[config.mk]
export PLATFORM = sky130hd
export DESIGN_NAME = anchor_box_decode_argmax_top
export DESIGN_NICKNAME = d
export VERILOG_FILES = /design/src/rtl/core/abd_pkg.sv /design/src/rtl/core/abd_fifo.sv /design/src/rtl/core/abd_front.sv /design/src/rtl/core/abd_back.sv /design/src/rtl/core/anchor_box_decode_argmax_top.sv
export SDC_FILE = /design/constraint.sdc
export NUM_CORES = 2
export LEC_CHECK = 0
export BUFFER_PORTS_ARGS = -buffer_cell sky130_fd_sc_hd__buf_4
export CORE_MARGIN = 2
export CORE_UTILIZATION = 56
export CTS_CLUSTER_DIAMETER = 150
export DETAILED_ROUTE_END_ITERATION = 7
export HOLD_SLACK_MARGIN = 0.03
export PLACE_DENSITY_LB_ADDON = 0.3
export RECOVER_POWER = 25
export SETUP_SLACK_MARGIN = 0.2
export SYNTH_ARGS = -nofsm -noshare
export SYNTH_HDL_FRONTEND = slang
export SYNTH_SLANG_ARGS = --single-unit
[constraint.sdc]
create_clock -name clk -period 25.1 [get_ports clk]
set_clock_uncertainty 0.05 [all_clocks]
set_input_delay 5.02 -clock clk [delete_from_list [all_inputs] [get_ports clk]]
set_output_delay 5.02 -clock clk [all_outputs]
set_load 0.01 [all_outputs]
[src/rtl/core/abd_pkg.sv]
// Package for the anchor box decode and argmax block.
// Holds the work-item types, channel codes, fixed-point constants and anchor tables.
// No dependencies.
package abd_pkg;

	localparam int NUM_CLASSES = 80;
	localparam int NUM_ANCHORS = 3;
	localparam int GRID_MAX    = 64;
	localparam int FRAC_BITS   = 16;

	localparam int LAST_CH = 4 + NUM_CLASSES;

	localparam logic [16:0] ONE_FX = 17'(1 << FRAC_BITS);

	localparam logic [6:0] CH_X    = 7'd0;
	localparam logic [6:0] CH_Y    = 7'd1;
	localparam logic [6:0] CH_W    = 7'd2;
	localparam logic [6:0] CH_H    = 7'd3;
	localparam logic [6:0] CH_CONF = 7'd4;
	localparam logic [6:0] CH_CLS0 = 7'd5;

	localparam logic signed [14:0] COORD_MIN = -15'sd1024;
	localparam logic signed [14:0] COORD_MAX = 15'sd2047;

	// anchor width and height, indexed [scale][anchor]
	localparam logic [8:0] ANCHOR_W [0:2][0:2] = '{
		'{9'd10,  9'd16,  9'd33},
		'{9'd30,  9'd62,  9'd59},
		'{9'd116, 9'd156, 9'd373}
	};
	localparam logic [8:0] ANCHOR_H [0:2][0:2] = '{
		'{9'd13,  9'd30,  9'd23},
		'{9'd61,  9'd45,  9'd119},
		'{9'd90,  9'd198, 9'd326}
	};

	typedef struct packed {
		logic [16:0] raw_x;
		logic [16:0] raw_y;
		logic [16:0] raw_w;
		logic [16:0] raw_h;
		logic [16:0] objectness;
		logic [16:0] best_prob;
		logic [6:0]  best_label;
		logic [5:0]  cell_col;
		logic [5:0]  cell_row;
		logic [1:0]  anchor_sel;
		logic [1:0]  scale_sel;
	} job_t;

	typedef struct packed {
		logic signed [11:0] box_xmin;
		logic signed [11:0] box_ymin;
		logic signed [11:0] box_xmax;
		logic signed [11:0] box_ymax;
		logic [6:0]         class_label;
		logic [16:0]        box_score;
	} result_t;

endpackage

[src/rtl/core/abd_fifo.sv]
// Small synchronous queue with push/full and pop/empty sides.
// Used between front and back and on the result side; no package dependency.
module abd_fifo #(
	parameter int WIDTH = 8,
	parameter int DEPTH = 4
) (
	input  logic             clk,
	input  logic             arst_n,
	input  logic             push,
	input  logic [WIDTH-1:0] wdata,
	output logic             full,
	input  logic             pop,
	output logic [WIDTH-1:0] rdata,
	output logic             empty
);

	localparam int PW = (DEPTH > 1) ? $clog2(DEPTH) : 1;
	localparam int CW = $clog2(DEPTH + 1);

	logic [WIDTH-1:0] mem_q [DEPTH];
	logic [PW-1:0]    wr_ptr_q, rd_ptr_q;
	logic [CW-1:0]    count_q;
	logic             do_push, do_pop;

	assign full    = (count_q == CW'(DEPTH));
	assign empty   = (count_q == '0);
	assign do_push = push && !full;
	assign do_pop  = pop && !empty;
	assign rdata   = mem_q[rd_ptr_q];

	always_ff @(posedge clk) begin
		if (do_push) begin
			mem_q[wr_ptr_q] <= wdata;
		end
	end

	always_ff @(posedge clk or negedge arst_n) begin
		if (!arst_n) begin
			wr_ptr_q <= '0;
			rd_ptr_q <= '0;
			count_q  <= '0;
		end else begin
			if (do_push) begin
				wr_ptr_q <= (wr_ptr_q == PW'(DEPTH - 1)) ? '0 : wr_ptr_q + PW'(1);
			end
			if (do_pop) begin
				rd_ptr_q <= (rd_ptr_q == PW'(DEPTH - 1)) ? '0 : rd_ptr_q + PW'(1);
			end
			if (do_push && !do_pop) begin
				count_q <= count_q + CW'(1);
			end else if (do_pop && !do_push) begin
				count_q <= count_q - CW'(1);
			end
		end
	end

endmodule

[src/rtl/core/abd_front.sv]
// Front end: captures channel words, runs the class argmax and queues box jobs.
// Depends on abd_pkg.
module abd_front
	import abd_pkg::*;
(
	input  logic        clk,
	input  logic        arst_n,
	input  logic        accept,
	input  logic [16:0] act_value,
	input  logic [6:0]  channel,
	input  logic [5:0]  cell_col,
	input  logic [5:0]  cell_row,
	input  logic [1:0]  anchor_sel,
	input  logic [1:0]  scale_sel,
	input  logic [16:0] conf_threshold,
	output logic        job_push,
	output job_t        job
);

	logic [16:0] raw_x_q, raw_y_q, raw_w_q, raw_h_q, obj_q, best_prob_q;
	logic [6:0]  best_label_q;
	logic [16:0] v;
	logic        is_class, is_last, take;
	logic [16:0] nxt_prob;
	logic [6:0]  nxt_label;
	logic [1:0]  anc_c, scl_c;
	logic [5:0]  col_c, row_c;

	always_comb begin
		v         = (act_value > ONE_FX) ? ONE_FX : act_value;
		is_class  = (channel >= CH_CLS0) && ({1'b0, channel} <= 8'(LAST_CH));
		is_last   = ({1'b0, channel} == 8'(LAST_CH));
		take      = is_class && (v > best_prob_q);
		nxt_prob  = take ? v : best_prob_q;
		nxt_label = take ? 7'(channel - CH_CLS0) : best_label_q;

		// clamp the tags of the last class word
		scl_c = (scale_sel > 2'd2) ? 2'd2 : scale_sel;
		anc_c = anchor_sel;
		if (int'(anc_c) > NUM_ANCHORS - 1) begin
			anc_c = 2'(NUM_ANCHORS - 1);
		end
		if (anc_c > 2'd2) begin
			anc_c = 2'd2;
		end
		col_c = (int'(cell_col) > GRID_MAX - 1) ? 6'(GRID_MAX - 1) : cell_col;
		row_c = (int'(cell_row) > GRID_MAX - 1) ? 6'(GRID_MAX - 1) : cell_row;

		job_push = accept && is_last && (obj_q > conf_threshold);

		job.raw_x      = raw_x_q;
		job.raw_y      = raw_y_q;
		job.raw_w      = raw_w_q;
		job.raw_h      = raw_h_q;
		job.objectness = obj_q;
		job.best_prob  = nxt_prob;
		job.best_label = nxt_label;
		job.cell_col   = col_c;
		job.cell_row   = row_c;
		job.anchor_sel = anc_c;
		job.scale_sel  = scl_c;
	end

	always_ff @(posedge clk or negedge arst_n) begin
		if (!arst_n) begin
			raw_x_q      <= '0;
			raw_y_q      <= '0;
			raw_w_q      <= '0;
			raw_h_q      <= '0;
			obj_q        <= '0;
			best_prob_q  <= '0;
			best_label_q <= '0;
		end else if (accept) begin
			case (channel)
				CH_X: begin
					raw_x_q      <= v;
					best_prob_q  <= '0;
					best_label_q <= '0;
				end
				CH_Y:    raw_y_q <= v;
				CH_W:    raw_w_q <= v;
				CH_H:    raw_h_q <= v;
				CH_CONF: obj_q   <= v;
				default: begin
					// restart the argmax once the cell is closed
					if (is_last) begin
						best_prob_q  <= '0;
						best_label_q <= '0;
					end else if (is_class) begin
						best_prob_q  <= nxt_prob;
						best_label_q <= nxt_label;
					end
				end
			endcase
		end
	end

endmodule

[src/rtl/core/abd_back.sv]
// Back end: turns one box job into corner coordinates and score in three stages.
// Depends on abd_pkg.
module abd_back
	import abd_pkg::*;
(
	input  logic    clk,
	input  logic    arst_n,
	input  job_t    job,
	input  logic    job_empty,
	output logic    job_pop,
	input  logic    res_full,
	output logic    res_push,
	output result_t res
);

	localparam int Q2 = 2 * FRAC_BITS;
	localparam logic signed [24:0] HALF_FX = 25'(1 << (FRAC_BITS - 1));

	logic                v_s1, v_s2, v_s3;
	logic signed [29:0]  cx_s1, cy_s1, cx_s2, cy_s2;
	logic [33:0]         sqw_s1, sqh_s1, score_s1;
	logic [8:0]          aw_s1, ah_s1;
	logic [6:0]          label_s1, label_s2, label_s3;
	logic [43:0]         hw_s2, hh_s2;
	logic [16:0]         score_s2, score_s3;
	logic signed [46:0]  xlo_s3, ylo_s3, xhi_s3, yhi_s3;
	logic signed [24:0]  tx, ty;
	logic [2:0]          shift;
	logic signed [46:0]  cqx, cqy, hwx, hhx;

	// truncate a Q.32 value toward zero and saturate to pixel range
	function automatic logic signed [11:0] to_pixel(input logic signed [46:0] s);
		logic signed [14:0] q;
		q = 15'(s >>> Q2);
		if (s[46] && (s[Q2-1:0] != '0)) begin
			q = q + 15'sd1;
		end
		if (q < COORD_MIN) begin
			q = COORD_MIN;
		end else if (q > COORD_MAX) begin
			q = COORD_MAX;
		end
		return 12'(q);
	endfunction

	// one job in flight; the result queue cannot fill behind it
	assign job_pop  = !job_empty && !res_full && !(v_s1 || v_s2 || v_s3);
	assign res_push = v_s3;

	always_comb begin
		tx    = $signed(25'(job.raw_x) << 1) + $signed(25'(job.cell_col) << FRAC_BITS) - HALF_FX;
		ty    = $signed(25'(job.raw_y) << 1) + $signed(25'(job.cell_row) << FRAC_BITS) - HALF_FX;
		shift = 3'd3 + 3'(job.scale_sel);
		cqx   = {cx_s2[29], cx_s2, 16'b0};
		cqy   = {cy_s2[29], cy_s2, 16'b0};
		hwx   = {3'b0, hw_s2};
		hhx   = {3'b0, hh_s2};

		res.box_xmin    = to_pixel(xlo_s3);
		res.box_ymin    = to_pixel(ylo_s3);
		res.box_xmax    = to_pixel(xhi_s3);
		res.box_ymax    = to_pixel(yhi_s3);
		res.class_label = label_s3;
		res.box_score   = score_s3;
	end

	always_ff @(posedge clk or negedge arst_n) begin
		if (!arst_n) begin
			v_s1 <= 1'b0;
			v_s2 <= 1'b0;
			v_s3 <= 1'b0;
		end else begin
			v_s1 <= job_pop;
			v_s2 <= v_s1;
			v_s3 <= v_s2;
		end
	end

	always_ff @(posedge clk) begin
		if (job_pop) begin
			cx_s1    <= 30'(tx) <<< shift;
			cy_s1    <= 30'(ty) <<< shift;
			sqw_s1   <= 34'(job.raw_w) * 34'(job.raw_w);
			sqh_s1   <= 34'(job.raw_h) * 34'(job.raw_h);
			score_s1 <= 34'(job.objectness) * 34'(job.best_prob);
			aw_s1    <= ANCHOR_W[job.scale_sel][job.anchor_sel];
			ah_s1    <= ANCHOR_H[job.scale_sel][job.anchor_sel];
			label_s1 <= job.best_label;
		end
		if (v_s1) begin
			cx_s2    <= cx_s1;
			cy_s2    <= cy_s1;
			// half size = 2 * v^2 * anchor
			hw_s2    <= {43'(sqw_s1) * 43'(aw_s1), 1'b0};
			hh_s2    <= {43'(sqh_s1) * 43'(ah_s1), 1'b0};
			score_s2 <= 17'(score_s1 >> FRAC_BITS);
			label_s2 <= label_s1;
		end
		if (v_s2) begin
			xlo_s3   <= cqx - hwx;
			xhi_s3   <= cqx + hwx;
			ylo_s3   <= cqy - hhx;
			yhi_s3   <= cqy + hhx;
			score_s3 <= score_s2;
			label_s3 <= label_s2;
		end
	end

endmodule

[src/rtl/core/anchor_box_decode_argmax_top.sv]
// Top level of the anchor box decode and argmax block.
// Depends on abd_pkg, abd_fifo, abd_front and abd_back.
//
// Usage:
//  - Input side is a queue: drive act_value, channel and the cell tags, raise push;
//    the word is taken on a clock edge with push high and full low. Send the
//    85 channel words of one cell/anchor in order 0..84, one per cycle if desired.
//  - Result side is a queue: while empty is low the oldest box is on the box_*,
//    class_label and box_score ports; pop with empty low takes it.
//  - cfg_valid/cfg_data write the confidence threshold; cfg_ready is always high.
//    Write it only while the block is idle.
//  - Throughput: one input word per cycle while full is low. The front end stores
//    channels and runs the argmax at one word per cycle; box jobs queue behind it.
//  - The box of a passing cell, once its last class word is taken, passes the job
//    queue, three back-end stages and result queue. The back end holds one job at
//    a time and takes a new one only after its box has left the third stage.
//  - A stalled receiver fills the result queue, then the job queue; full rises only
//    once the job queue holds QUEUE_DEPTH boxes.
//  - Reset clears channel state and both queues and loads threshold 0.25 (16384).
module anchor_box_decode_argmax_top
	import abd_pkg::*;
#(
	parameter int QUEUE_DEPTH = 4
) (
	input  logic               clk,
	input  logic               arst_n,
	input  logic               push,
	output logic               full,
	input  logic [16:0]        act_value,
	input  logic [6:0]         channel,
	input  logic [5:0]         cell_col,
	input  logic [5:0]         cell_row,
	input  logic [1:0]         anchor_sel,
	input  logic [1:0]         scale_sel,
	input  logic               cfg_valid,
	output logic               cfg_ready,
	input  logic [16:0]        cfg_data,
	output logic               empty,
	input  logic               pop,
	output logic signed [11:0] box_xmin,
	output logic signed [11:0] box_ymin,
	output logic signed [11:0] box_xmax,
	output logic signed [11:0] box_ymax,
	output logic [6:0]         class_label,
	output logic [16:0]        box_score
);

	logic [16:0] conf_threshold_q;
	logic        accept;
	logic        job_push, job_full, job_empty, job_pop;
	job_t        job_in, job_out;
	logic        res_push, res_full;
	result_t     res_in, res_out;

	assign cfg_ready = 1'b1;
	// accept a word only while the job queue has room
	assign full      = job_full;
	assign accept    = push && !job_full;

	always_ff @(posedge clk or negedge arst_n) begin
		if (!arst_n) begin
			conf_threshold_q <= 17'd16384;
		end else if (cfg_valid && cfg_ready) begin
			conf_threshold_q <= cfg_data;
		end
	end

	abd_front u_front (
		.clk            (clk),
		.arst_n         (arst_n),
		.accept         (accept),
		.act_value      (act_value),
		.channel        (channel),
		.cell_col       (cell_col),
		.cell_row       (cell_row),
		.anchor_sel     (anchor_sel),
		.scale_sel      (scale_sel),
		.conf_threshold (conf_threshold_q),
		.job_push       (job_push),
		.job            (job_in)
	);

	abd_fifo #(
		.WIDTH ($bits(job_t)),
		.DEPTH (QUEUE_DEPTH)
	) u_job_q (
		.clk    (clk),
		.arst_n (arst_n),
		.push   (job_push),
		.wdata  (job_in),
		.full   (job_full),
		.pop    (job_pop),
		.rdata  (job_out),
		.empty  (job_empty)
	);

	abd_back u_back (
		.clk       (clk),
		.arst_n    (arst_n),
		.job       (job_out),
		.job_empty (job_empty),
		.job_pop   (job_pop),
		.res_full  (res_full),
		.res_push  (res_push),
		.res       (res_in)
	);

	abd_fifo #(
		.WIDTH ($bits(result_t)),
		.DEPTH (QUEUE_DEPTH)
	) u_res_q (
		.clk    (clk),
		.arst_n (arst_n),
		.push   (res_push),
		.wdata  (res_in),
		.full   (res_full),
		.pop    (pop),
		.rdata  (res_out),
		.empty  (empty)
	);

	assign box_xmin    = res_out.box_xmin;
	assign box_ymin    = res_out.box_ymin;
	assign box_xmax    = res_out.box_xmax;
	assign box_ymax    = res_out.box_ymax;
	assign class_label = res_out.class_label;
	assign box_score   = res_out.box_score;

	// a job is never dropped at a full queue
	a_job_no_overflow: assert property (@(posedge clk) disable iff (!arst_n)
		job_push |-> !job_full)
		else $error("job pushed into full queue");

	// a box is never dropped at a full result queue
	a_res_no_overflow: assert property (@(posedge clk) disable iff (!arst_n)
		res_push |-> !res_full)
		else $error("result pushed into full queue");

	// every box leaves the back end once its job has passed v_s1, v_s2 and v_s3
	a_res_from_job: assert property (@(posedge clk) disable iff (!arst_n)
		res_push |-> $past(job_pop, 3))
		else $error("result without matching job");

	// the back end holds one job at a time
	a_single_flight: assert property (@(posedge clk) disable iff (!arst_n)
		job_pop |=> !job_pop)
		else $error("back end took two jobs in a row");

endmodule
# --- Word-level counts from Yosys, hierarchy flattened ---
# Memory sizes are Yosys's and may differ from the RTL's.
# Cells that the tools add are included.
op_classes:
  n_lt_le_gt_ge: 18
  shift: 2
  reduce_logical: 47
  bitwise: 3
  addsub: 22
  eq_ne: 11
  mux: 48
  n_mul: 5
op_table:
  columns: ["operator", "count"]
  rows:
  - ["nonzero test 32 bit", 4]
  - ["binary-select mux 27 bit (select 2 bit)", 2]
  - ["2-to-1 mux 27 bit", 4]
  - ["2-to-1 mux 12 bit", 8]
  - ["adder 46 x 45 -> 47 bit", 2]
  - ["subtractor 46 x 45 -> 47 bit", 2]
  - ["multiplier 34 x 9 -> 43 bit", 2]
  - ["multiplier 17 x 17 -> 34 bit", 2]
  - ["2-to-1 mux 17 bit", 4]
  - ["adder 15 x 2 -> 15 bit (second input constant)", 4]
  - ["greater-than comparator 15 x 12 -> 1 bit (second input constant)", 4]
  - ["< comparator 15 x 11 -> 1 bit (second input constant)", 4]
  - ["2-to-1 mux 15 bit", 4]
  - ["<<< shifter 25 x 3 -> 30 bit", 2]
  - ["subtractor 23 x 16 -> 24 bit (second input constant)", 2]
  - ["adder 18 x 22 -> 23 bit", 2]
  - ["binary-select mux 9 bit (select 2 bit)", 2]
  - ["2-to-1 mux 9 bit", 4]
  - ["greater-than comparator 17 bit", 2]
  - ["case mux 17 bit (2 select lines)", 1]
  - ["multiplier 17 x 17 -> 33 bit", 1]
  - ["2-to-1 mux 7 bit", 3]
  - ["logical AND 1 bit", 19]
  - ["greater-than comparator 17 bit (second input constant)", 1]
  - ["other kinds (30)", 71]
totals:
  ramBits: 788
  inputBits: 62
  mem_count: 2
  register_bits: 711
  elab_cells: 195
  output_inout_bits: 75
mem_list:
  columns: ["name", "depth", "word_bits", "rd", "rd_ports_with_merged_regs", "wr", "line", "text"]
  rows:
  - ["u_job_q.mem_q", 4, 125, 1, 0, 1, "abd_fifo.sv:20", "logic [WIDTH-1:0] mem_q [DEPTH];"]
  - ["u_res_q.mem_q", 4, 72, 1, 0, 1, "abd_fifo.sv:20", null]

# --- Logic depth before layout (Yosys ltp) ---
depth:
  depth_word: 10
  ltp_mapped: 32
  ltp_nobuf: 28

# --- Modules after synthesis ---
# From an unflattened synthesis, not the netlist that was laid out.
unflattened:
  hier_cells: 8737
  area_unflattened_um2: 104610.3
modules_own_cells:
  columns: ["mod", "area_each_um2", "n_inst", "cells_each"]
  rows:
  - ["abd_back", 69058.7, 1, 7025]
  - ["abd_fifo (u_job_q)", 18430.2, 1, 690]
  - ["abd_fifo (u_res_q)", 10840.4, 1, 413]
  - ["abd_front", 5576.6, 1, 570]
  - ["anchor_box_decode_argmax_top", 704.4, 1, 39]

# --- Worst setup path before layout ---
# No wires, ideal clock.
synth_timing:
  path_type: "register to register"
  start: "register u_back.v_s2"
  end: "register u_job_q.rd_ptr_q[0]"
  setup_time_ns: 0.146
  t_arrival_ns: 21.819
  synth_period_minus_slack_ns: 22.015
  path_stages_with_launch: 3
  required_ns: 24.904
  n_path_buf: 0
  setup_slack_ns: 3.085
  cell_sequence: "dfrtp_1 -> nor4_1 -> mux2_2"
synth_via:
  elab_chain_len: 5
synth_rtl:
  columns: ["element", "line", "text"]
  rows:
  - ["from (decl)", "abd_back.sv:19", "logic v_s1, v_s2, v_s3;"]
  - ["from (signal assigned)", "abd_back.sv:74", "v_s2 <= v_s1;"]
  - ["logical OR 1 bit (2 in a row)", "abd_back.sv:47", "assign job_pop = !job_empty && !res_full && !(v_s1 || v_s2 || v_s3);"]
  - ["logical NOT 1 bit", "abd_back.sv:47", null]
  - ["logical AND 1 bit", "abd_back.sv:47", null]
  - ["named net job_pop", "anchor_box_decode_argmax_top.sv:50", "logic job_push, job_full, job_empty, job_pop;"]
  - ["logical AND 1 bit", "abd_fifo.sv:28", "assign do_pop = pop && !empty;"]
  - ["to (signal assigned)", "abd_fifo.sv:47", "rd_ptr_q <= (rd_ptr_q == PW'(DEPTH - 1)) ? '0 : rd_ptr_q + PW'(1);"]
  - ["to (decl)", "abd_fifo.sv:21", "logic [PW-1:0] wr_ptr_q, rd_ptr_q;"]
# The timed path passes the listed nets, and every way through them passes these cells.
# A chain may end at the register's enable or synchronous reset.

# --- Final worst setup path ---
layout_timing:
  start: "register u_job_q.rd_ptr_q[1]"
  end: "register u_back.sqh_s1[33] (data pin)"
layout_via:
  elab_chain_len: 2
layout_rtl:
  columns: ["element", "line", "text"]
  rows:
  - ["memory (4 x 125 bit)", null, null]
  - ["multiplier 17 x 17 -> 34 bit", "abd_back.sv:84", "sqh_s1 <= 34'(job.raw_h) * 34'(job.raw_h);"]
  - ["to (signal assigned)", "abd_back.sv:84", null]
  - ["to (decl)", "abd_back.sv:21", "logic [33:0] sqw_s1, sqh_s1, score_s1;"]
# No other way between the ends.

==> out/metrics.cfg <==
[run_status]
status=complete, but fails checks
violations=capacitance limit, slew limit

[yosys]
yosys_register_bits=1469
synth_compound_area_share_pct=6.324
synth-async-reset-ratio_pct=9.735
ys_seq_area_share_pct=41.65
synth_top_family_by_area=adder cells
synth_cell_types=101
synth_top_cell_by_area=edfxtp_1
synth_area_leaders=edfxtp_1 38%, fa_1 20%, ha_1 7.6%, inv_1 5.2%, nand2_1 3.9%
syn-cell-area_sq_um=104200
yosys.area_share.simple_pct=9.784
synthCells=8878
ys_warn_count=0
dominantRegCellSynth=edfxtp_1
synth.top_cell.area_share_pct=38.21
synth_edf_count=1326
synth_xor_area_share_pct=2.833
yosys.area_share.adder_pct=27.60
synthMuxAreaShare_pct=5.287
syn-num-nets=10610
yosysMostFrequentCell=inv_1
syn_avg_cell_area_sq_um=11.74
synthTopCellsByCount=1,457 x inv_1, 1,326 x edfxtp_1, 1,076 x nand2_1

[timing]
drv_slew=238
setup-tns-final_ns=0
hold_viol_final=0
period_needed_ns=9.640
worst_pin_slew_ns=6.949
slew_headroom_pct=-363.3
rsz0062_at_grt=no
setup_violations=0
fin_crit_sh_pct=38.41
max_freq_mhz=103.7

[cts]
insertion_delay_ns=0.85
cts_resized=0
cts_buffer_depth=3
hold_buffers=0
post-cts-setup-buffers=0
cts-root-buf=clkbuf_16
clk_pin_slew_ns=0.06
cts_tree=built
clock_sinks=1469
numCtsBuffers=151
h-tree-depth=4

[finish]
syn2layout_area_growth_pct=8.367
fin_area_sq_um=112900
nets=10650
drive_gt1_share_pct=8.089

[floorplan]
initial_core_util_pct=56.25
core-area_sq_um=185200
die_area_sq_um=189500
num_io_pins=137
die_h_microns=435.4
core.rowCount=158
die_w_microns=435.4

[detailed_routing]
dr_wl_met2_mm=112.4
dr.max_layer_used=met4
wl_mm=235.0
route.detailed.drc=0
drtPass1Iterations=6
wl_met1_mm=101.2
ant_nets=0
met3_length_mm=14.29
first_iter_violations=5303
vias_per_cell=5.639
post_drt_wl_per_cell_microns=20.39
dr_total_vias=64970

[worst_setup_path]
worstSetupEndpointType=flip-flop
cp_top_family=adder cells
worstPathRequired_ns=25.64
start_kind=flip-flop
worstSetupPathType=reg2reg
cp.buffers_inverters=7
worstPathArrival_ns=10.18
crit_top_cell=fa_1
max_stage_delay_ns=0.97
slowest_stage=dfrtp_4
worst-path-max-fanout=57

[grt]
grt_pass1_vias=68090
grt_util_all_layers_pct=25.25
antenna_found_initial=6
grt_max_degree=128
grt_pass1_wl_mm=375.8
grt_overflow=0

[flow_run]
maxCapViolCount=4

[placed_design]
gp_congestion=0.9009
dpl_cell_area_sq_um=107700
hpwl_mm=175.4
io_buffers=135

[worst_hold_path]
hold_class=reg2reg

## worst reg2reg max path, stage by stage, from the launching register on
cell and delay [ns]:
dfrtp_4 0.97, buf_4 0.75, mux2_2 0.42, o21ai_1 0.61, clkinv_1 0.57, nand2_1 0.27
inv_1 0.08, fa_1 0.53, inv_1 0.05, fa_1 0.39, fa_1 0.54, inv_1 0.06
fa_1 0.44, fa_1 0.51, inv_1 0.05, fa_1 0.47, inv_1 0.04, ha_1 0.32
and2_1 0.22, a221o_1 0.34, a21o_1 0.19, a21o_1 0.17, a21o_1 0.17, a31o_2 0.24
a31oi_1 0.33, o21ai_1 0.14, a2111o_1 0.37, o211a_1 0.13
## kinds of logic after synthesis
logic type / after synthesis
AO/OA/AOI/OAI: 1026
other: 1
multiplexers: 345
flip-flops: 1469
adder cells (fa/ha/maj): 1673
buffers and inverters: 1800
XOR/XNOR: 337
AND/OR/NAND/NOR: 2227
## layer usage
layer  vias up  track usage, %
li1      29490               -
met1     33050           34.93
met2      2058           41.34
met3       375           3.824
met4         0           8.154
met5         -               0
## worst paths after layout
check	cells after the start	start	slack, ns	end
max in group asynchronous	2	arst_n	19.71	u_res_q.rd_ptr_q[0]
min reg2reg	0	u_back.score_s1[28]	0.33	u_back.score_s2[12]
min in group asynchronous	1	arst_n	4.02	conf_threshold_q[8]
max	27	u_job_q.rd_ptr_q[1]	15.46	u_back.sqh_s1[33]
min	0	u_back.score_s1[28]	0.33	u_back.score_s2[12]
max reg2reg	27	u_job_q.rd_ptr_q[1]	15.46	u_back.sqh_s1[33]
## stage by stage
stage | instances | worst slack [ns] | hold slack, ns | util, %
after global routing | 11520 | 14.99 | 0.3354 | 60.96
final | 11520 | 15.46 | 0.3261 | 60.96
after global placement | 11240 | 15.49 | 0.3511 | 58.13
after CTS | 11520 | 15.34 | 0.3283 | 60.98
after detailed placement | 11240 | 15.35 | 0.3545 | 58.13
after floorplan | 8878 | 3.085 | 0.3503 | -
## placed cells by master (no fill, tap or decap), drive strengths merged, types with 14 or more instances in the layout
cell type / instances
a211oi: 23
a21o: 112
a21oi: 265
a221oi: 14
a22o: 25
a31oi: 20
and2: 338
and3: 39
buf: 198
bufinv: 18
clkbuf: 195
clkinv: 76
dfrtp: 142
edfxtp: 1326
fa: 1043
ha: 630
inv: 1469
mux2: 73
mux2i: 115
mux4: 157
nand2: 1076
nand2b: 41
nand3: 52
nand4: 34
nor2: 399
nor2b: 45
nor3: 74
nor4: 57
o21a: 63
o21ai: 302
o21bai: 56
o31ai: 21
or2: 23
or3: 19
xnor2: 236
xor2: 101
## layout make-up
type                            count  area (sq um)
Multi-Input combinational cell   5609         54050
Clock inverter                     87          1260
Antenna cell                        5         12.51
Inverter                         1479          5552
Clock buffer                      191          4009
Tap cell                         2480          3103
Sequential cell                  1469         43410
Timing Repair Buffer              202          1521
Fill cell                       14320         72310
## state kept, by name, summed over array words and instances (netlist names), 29 cells and up
| register | count |
|---|---|
| u_back.cx_s1 | 29 |
| u_back.cx_s2 | 29 |
| u_back.cy_s1 | 29 |
| u_back.cy_s2 | 29 |
| u_back.hh_s2 | 43 |
| u_back.hw_s2 | 43 |
| u_back.sqh_s1 | 33 |
| u_back.sqw_s1 | 33 |
| u_back.xhi_s3 | 46 |
| u_back.xlo_s3 | 45 |
| u_back.yhi_s3 | 46 |
| u_back.ylo_s3 | 45 |
| u_job_q.mem_q | 500 |
| u_res_q.mem_q | 288 |
Power is left out: the tool's default activity adds up to more than one toggle a clock period on the data nets, which glitch-free logic cannot reach.
